--- src/aabb_affine_transform_defines.svh ---
// assertion macros shared by the datapath modules
`ifndef AABB_AFFINE_TRANSFORM_DEFINES_SVH
`define AABB_AFFINE_TRANSFORM_DEFINES_SVH

// same-cycle implication, sampled on clk_i, off while rst_ni is low
`define AAT_ASSERT(lbl, ante, cons) \
  lbl: assert property (@(posedge clk_i) disable iff (!rst_ni) (ante) |-> (cons)) \
    else $error("aabb affine transform: same-cycle check failed");

// next-cycle implication, sampled on clk_i, off while rst_ni is low
`define AAT_ASSERT_NXT(lbl, ante, cons) \
  lbl: assert property (@(posedge clk_i) disable iff (!rst_ni) (ante) |=> (cons)) \
    else $error("aabb affine transform: next-cycle check failed");

`endif

--- src/aat_pkg.sv ---
package aat_pkg;

  // default field widths
  localparam int unsigned COORD_BITS_DEF = 32;
  localparam int unsigned COEF_BITS_DEF  = 16;

  // register port geometry
  localparam int unsigned APB_DATA_W = 64;
  localparam int unsigned APB_ADDR_W = 6;

  // register indexes, one per 8-byte slot
  typedef enum logic [2:0] {
    REG_ROW0  = 3'd0,
    REG_ROW1  = 3'd1,
    REG_ROW2  = 3'd2,
    REG_OFF_X = 3'd3,
    REG_OFF_Y = 3'd4,
    REG_OFF_Z = 3'd5
  } reg_idx_e;

endpackage

--- src/aat_cfg.sv ---
module aat_cfg import aat_pkg::*; #(
  parameter int unsigned COORD_BITS = COORD_BITS_DEF,
  parameter int unsigned COEF_BITS  = COEF_BITS_DEF
) (
  input  logic                                clk_i,
  input  logic                                rst_ni,
  input  logic                                psel,
  input  logic                                penable,
  input  logic                                pwrite,
  input  logic [APB_ADDR_W-1:0]               paddr,
  input  logic [APB_DATA_W-1:0]               pwdata,
  output logic [APB_DATA_W-1:0]               prdata,
  output logic                                pready,
  output logic [8:0][COEF_BITS-1:0]           coef_o,
  output logic [2:0][COORD_BITS-1:0]          offset_o
);

  localparam int unsigned ROW_W = 3 * COEF_BITS;
  localparam int unsigned FRAC  = COEF_BITS - 4;

  logic [2:0][ROW_W-1:0]      row_d, row_q;
  logic [2:0][COORD_BITS-1:0] off_d, off_q;
  logic                       wr_en;
  reg_idx_e                   idx;

  assign pready = 1'b1;
  assign wr_en  = psel && penable && pwrite;
  assign idx    = reg_idx_e'(paddr[APB_ADDR_W-1:3]);

  // register write decode, out-of-range slots are dropped
  always_comb begin
    row_d = row_q;
    off_d = off_q;
    if (wr_en) begin
      unique case (idx)
        REG_ROW0:  row_d[0] = ROW_W'(pwdata);
        REG_ROW1:  row_d[1] = ROW_W'(pwdata);
        REG_ROW2:  row_d[2] = ROW_W'(pwdata);
        REG_OFF_X: off_d[0] = COORD_BITS'(pwdata);
        REG_OFF_Y: off_d[1] = COORD_BITS'(pwdata);
        REG_OFF_Z: off_d[2] = COORD_BITS'(pwdata);
        default: ;
      endcase
    end
  end

  // identity matrix and zero offset after reset
  always_ff @(posedge clk_i or negedge rst_ni) begin
    if (!rst_ni) begin
      row_q[0] <= ROW_W'(1) << FRAC;
      row_q[1] <= ROW_W'(1) << (FRAC + COEF_BITS);
      row_q[2] <= ROW_W'(1) << (FRAC + 2 * COEF_BITS);
      off_q    <= '0;
    end else begin
      row_q <= row_d;
      off_q <= off_d;
    end
  end

  // read mux
  always_comb begin
    unique case (idx)
      REG_ROW0:  prdata = APB_DATA_W'(row_q[0]);
      REG_ROW1:  prdata = APB_DATA_W'(row_q[1]);
      REG_ROW2:  prdata = APB_DATA_W'(row_q[2]);
      REG_OFF_X: prdata = APB_DATA_W'(off_q[0]);
      REG_OFF_Y: prdata = APB_DATA_W'(off_q[1]);
      REG_OFF_Z: prdata = APB_DATA_W'(off_q[2]);
      default:   prdata = '0;
    endcase
  end

  // unpack coefficients, m[r][c] at index 3*r+c
  for (genvar r = 0; r < 3; r++) begin : g_row
    for (genvar c = 0; c < 3; c++) begin : g_col
      assign coef_o[3*r+c] = row_q[r][c*COEF_BITS +: COEF_BITS];
    end
  end

  assign offset_o = off_q;

endmodule

--- config.mk ---
export PLATFORM = sky130hd
export DESIGN_NAME = aat_cfg
export DESIGN_NICKNAME = d
export VERILOG_FILES = /design/src/aabb_affine_transform_defines.svh /design/src/aat_pkg.sv /design/src/aat_cfg.sv
export SDC_FILE = /design/constraint.sdc
export NUM_CORES = 1
export LEC_CHECK = 0
export BUFFER_PORTS_ARGS = -buffer_cell sky130_fd_sc_hd__buf_2
export CORE_MARGIN = 5
export CORE_UTILIZATION = 41
export CTS_CLUSTER_SIZE = 40
export DETAILED_ROUTE_END_ITERATION = 8
export GPL_TIMING_DRIVEN = 0
export HOLD_SLACK_MARGIN = 0.1
export PLACE_DENSITY = 0.77
export SLEW_MARGIN = 0
export SYNTH_ARGS = -nofsm -noshare
export SYNTH_HDL_FRONTEND = slang
export SYNTH_SLANG_ARGS = --single-unit
--- constraint.sdc ---
create_clock -name clk_i -period 1.25 [get_ports clk_i]
set_clock_uncertainty 0.1 [all_clocks]
set_input_delay 0 -clock clk_i [delete_from_list [all_inputs] [get_ports clk_i]]
set_output_delay 0 -clock clk_i [all_outputs]
set_load 0.005 [all_outputs]
==> results_dict.tcl <==
set metrics [dict create \
    internal-power_mw 19.5 \
    yosysWarnings 0 \
    fp.dieW_um 175 \
    path_buf_inv 1 \
    vias_per_cell 5.65 \
    syn_area_mm2 0.0112 \
    grtUsageTotal_pct 28.3 \
    violations "hold timing, setup timing" \
    status "finished, violations left" \
    cts-buffers-inserted 27 \
    fin_util_pct 65.4 \
    hold_viol 183 \
    rsz0062_at_grt "yes" \
    fin_ws_ns -0.563 \
    synthSimpleGateAreaFrac_pct 4.70 \
    worst_slew_pin_slew_ns 0.660 \
    port_buffers 343 \
    timing_worst_setup_path_type "reg2out" \
    core-area_mm2 0.0269 \
    combPwrFrac_pct 32.2 \
    cp_max_fo 2 \
    gr-total-overflow 0 \
    htree_num_levels 1 \
    synth_seq_cells 240 \
    post-dp-hpwl_um 28700 \
    min_path_type "in2async" \
    root_buffer "clkbuf_16" \
    synthAdderAreaFrac_pct 0 \
    wl_per_cell_um 27.0 \
    vias 9863 \
    pwr-share-clk_pct 29.3 \
    cts_hold_buf 48 \
    synth_top_family_by_area "multiplexers" \
    max_freq_mhz 552 \
    power.density_mw_per_mm2 1570 \
    syn2layout_area_growth_pct 57.5 \
    ff2ff_path_depth 3 \
    setup_viol 114 \
    synth_compound_area_share_pct 4.98 \
    placed_area_mm2 0.0138 \
    pin_count 380 \
    arrival_ns 1.71 \
    cap_violations 0 \
    antenna_found_initial 3 \
    dp.cells 1526 \
    drc 0 \
    grt_max_degree 123 \
    die_y_um 175 \
    grt_pass1_vias 10400 \
    slowest_delay_ns 0.39 \
    synth_xor_area_share_pct 0 \
    avgSynthCellArea_um2 13.5 \
    synth_cells 825 \
    vdd_ir_drop_max_v 0.00130 \
    cts_max_path_buffers 3 \
    initialDrtViolationCount 758 \
    ant_nets 0 \
    drive_gt1_share_pct 68.3 \
    drv_slew 0 \
    slowest_stage "dfrtp_1" \
    wl_um 47200 \
    slew-limit-headroom_pct 56.0 \
    worst_ep_required_time_ns 1.15 \
    path_cells "mux2_2 -> a221oi_2 -> a31oi_1 -> buf_2" \
    muxShareOfSynthArea_pct 32.3 \
    firstDrtPassIters 6 \
    leakagePower_nw 8.70 \
    seq_area_frac_synth_pct 53.8 \
    switching_share_pct 29.7 \
    finalCriticalPeriod_ns 1.81 \
    finalSetupTns_ns -23.05 \
    clk_pin_slew_worst_paths_ns 0.06 \
    start_util_pct 41.5 \
    cts_sinks 240 \
    tritoncts "built" \
    nets 1460 \
    period_share_pct 145 \
    final_cells 1747 \
    rows 60 \
    end_kind "output pin" \
    critPathLaunchType "flop" \
    ys_types 34 \
    fp.dieArea_mm2 0.0306 \
    crit_family "flip-flops" \
    place.gp.congestion 0.864 \
    insertion_delay_ns 0.53 \
    seqPwrFrac_pct 38.5 \
    whs_ns -0.615 \
    grt_pass1_wl_um 66600 \
    cp.depth 4 \
    p_sw_mw 8.21 \
    p_total_mw 27.7 \
    design_area_mm2 0.0176 \
]
state kept, by name, summed over array words and instances, names as in the netlist:
register,count
coef_o,144
offset_o,96
through the flow:
| stage | setup slack [ns] | hold slack (ns) |
|---|---|---|
| final | -0.563 | -0.615 |
| after floorplan | -0.128 | -0.396 |
| after CTS | -0.530 | -0.584 |
| after global placement | -4.20 | 0.158 |
| after global routing | -0.609 | -0.579 |
| after detailed placement | -1.15 | -0.00293 |
cells in the final DEF (no fill, tap or decap), drive strengths merged, types with 2 or more instances in the layout:
cell type,synthesis,layout
nor2,9,9
clkinvlp,0,5
a31oi,12,12
and3b,6,6
o22ai,5,5
dlygate4sd3,0,48
nor3b,5,5
nor2b,3,3
nand3,9,9
dfstp,3,3
mux2,285,285
o221ai,10,10
clkbuf,17,57
conb,2,17
nor3,2,2
buf,59,526
nand2b,2,2
bufinv,0,2
a221o,3,3
mux2i,40,40
or2,16,16
dfrtp,237,237
a21oi,28,28
o21ai,3,3
clkinv,1,4
nand2,45,45
a22oi,5,5
a221oi,14,14
routing by layer:
| layer | share of wire (%) | GRT usage (%) | vias to the layer above |
|---|---|---|---|
| met5 | 0 | 0 | - |
| met4 | 4.1 | 10.8 | 0 |
| met3 | 8.5 | 6.36 | 135 |
| met2 | 50 | 48.3 | 585 |
| met1 | 38 | 35.4 | 5041 |
| li1 | - | - | 4102 |
worst paths after layout:
check                                to   startpoint  slack [ns]
min reg2reg                 offset_o[4]  offset_o[4]        0.43
max in group asynchronous   coef_o[124]       rst_ni        0.60
max                          prdata[16]  coef_o[112]       -0.56
min in group clk_i         offset_o[63]      penable       -0.03
max reg2reg                 coef_o[124]  coef_o[124]        0.11
min                          coef_o[47]       rst_ni       -0.61
cells by family after synthesis:
| group | count (synthesis) |
|---|---|
| buf+inv | 77 |
| flops | 240 |
| simple gates | 99 |
| compound gates | 82 |
| other cells | 2 |
| mux | 325 |
area by class of cell:
| cell class | instances | area, µm² |
|---|---|---|
| antenna | 1 | 2.50 |
| buffer | 76 | 653 |
| clock buffer | 39 | 781 |
| clock inverter | 10 | 113 |
| fill | 1854 | 9300 |
| inverter | 1 | 5.00 |
| multi-input combinational | 523 | 5510 |
| sequential | 240 | 6010 |
| tap | 341 | 427 |
| timing repair buffer | 516 | 4080 |
Yosys cell counts:
master	instances	area share [%]
a22oi_1	5	0.34
buf_6	2	0.20
nand4b_4	1	0.21
clkbuf_1	17	0.57
nor3b_1	5	0.34
conb_1	2	0.067
nand4_1	1	0.056
or2_2	16	0.90
nor2_2	2	0.11
a221oi_1	14	1.1
mux2i_1	40	3.6
o221ai_1	10	0.78
o21ai_0	3	0.13
buf_4	33	2.2
buf_1	3	0.10
nor2_1	7	0.24
o22a_1	1	0.078
mux2_1	26	2.6
a31oi_1	12	0.67
dfrtp_1	237	53
nor3_2	2	0.18
o22ai_1	5	0.28
nor2b_1	3	0.17
clkinv_1	1	0.034
dfstp_2	3	0.71
mux2_2	259	26
nand2b_1	2	0.11
nand2_1	45	1.5
a221o_1	3	0.27
nand3_1	9	0.40
o21a_1	1	0.067
a21oi_1	28	1.3
buf_2	21	0.94
and3b_1	6	0.47
what timing repair did:
action / 4_1_cts / 5_1_grt
pin swaps: 33 / 17
gates cloned: 0 / 1
hold endpoints to repair: 479 / 158
resized for setup: 189 / 150
buffers inserted: 87 / 64
endpoints found under the setup margin: 121 / 181
power groups by stage:
stage	registers (mW)	clock network (mW)	logic (mW)
after floorplan	10.6	0	2.72
after global placement	10.6	0	5.65
after detailed placement	10.7	0	5.80
after CTS	10.4	8.16	7.68
after global routing	10.8	8.52	9.40
final	10.7	8.10	8.91
Note: power is estimated with default switching activity, not from simulation.
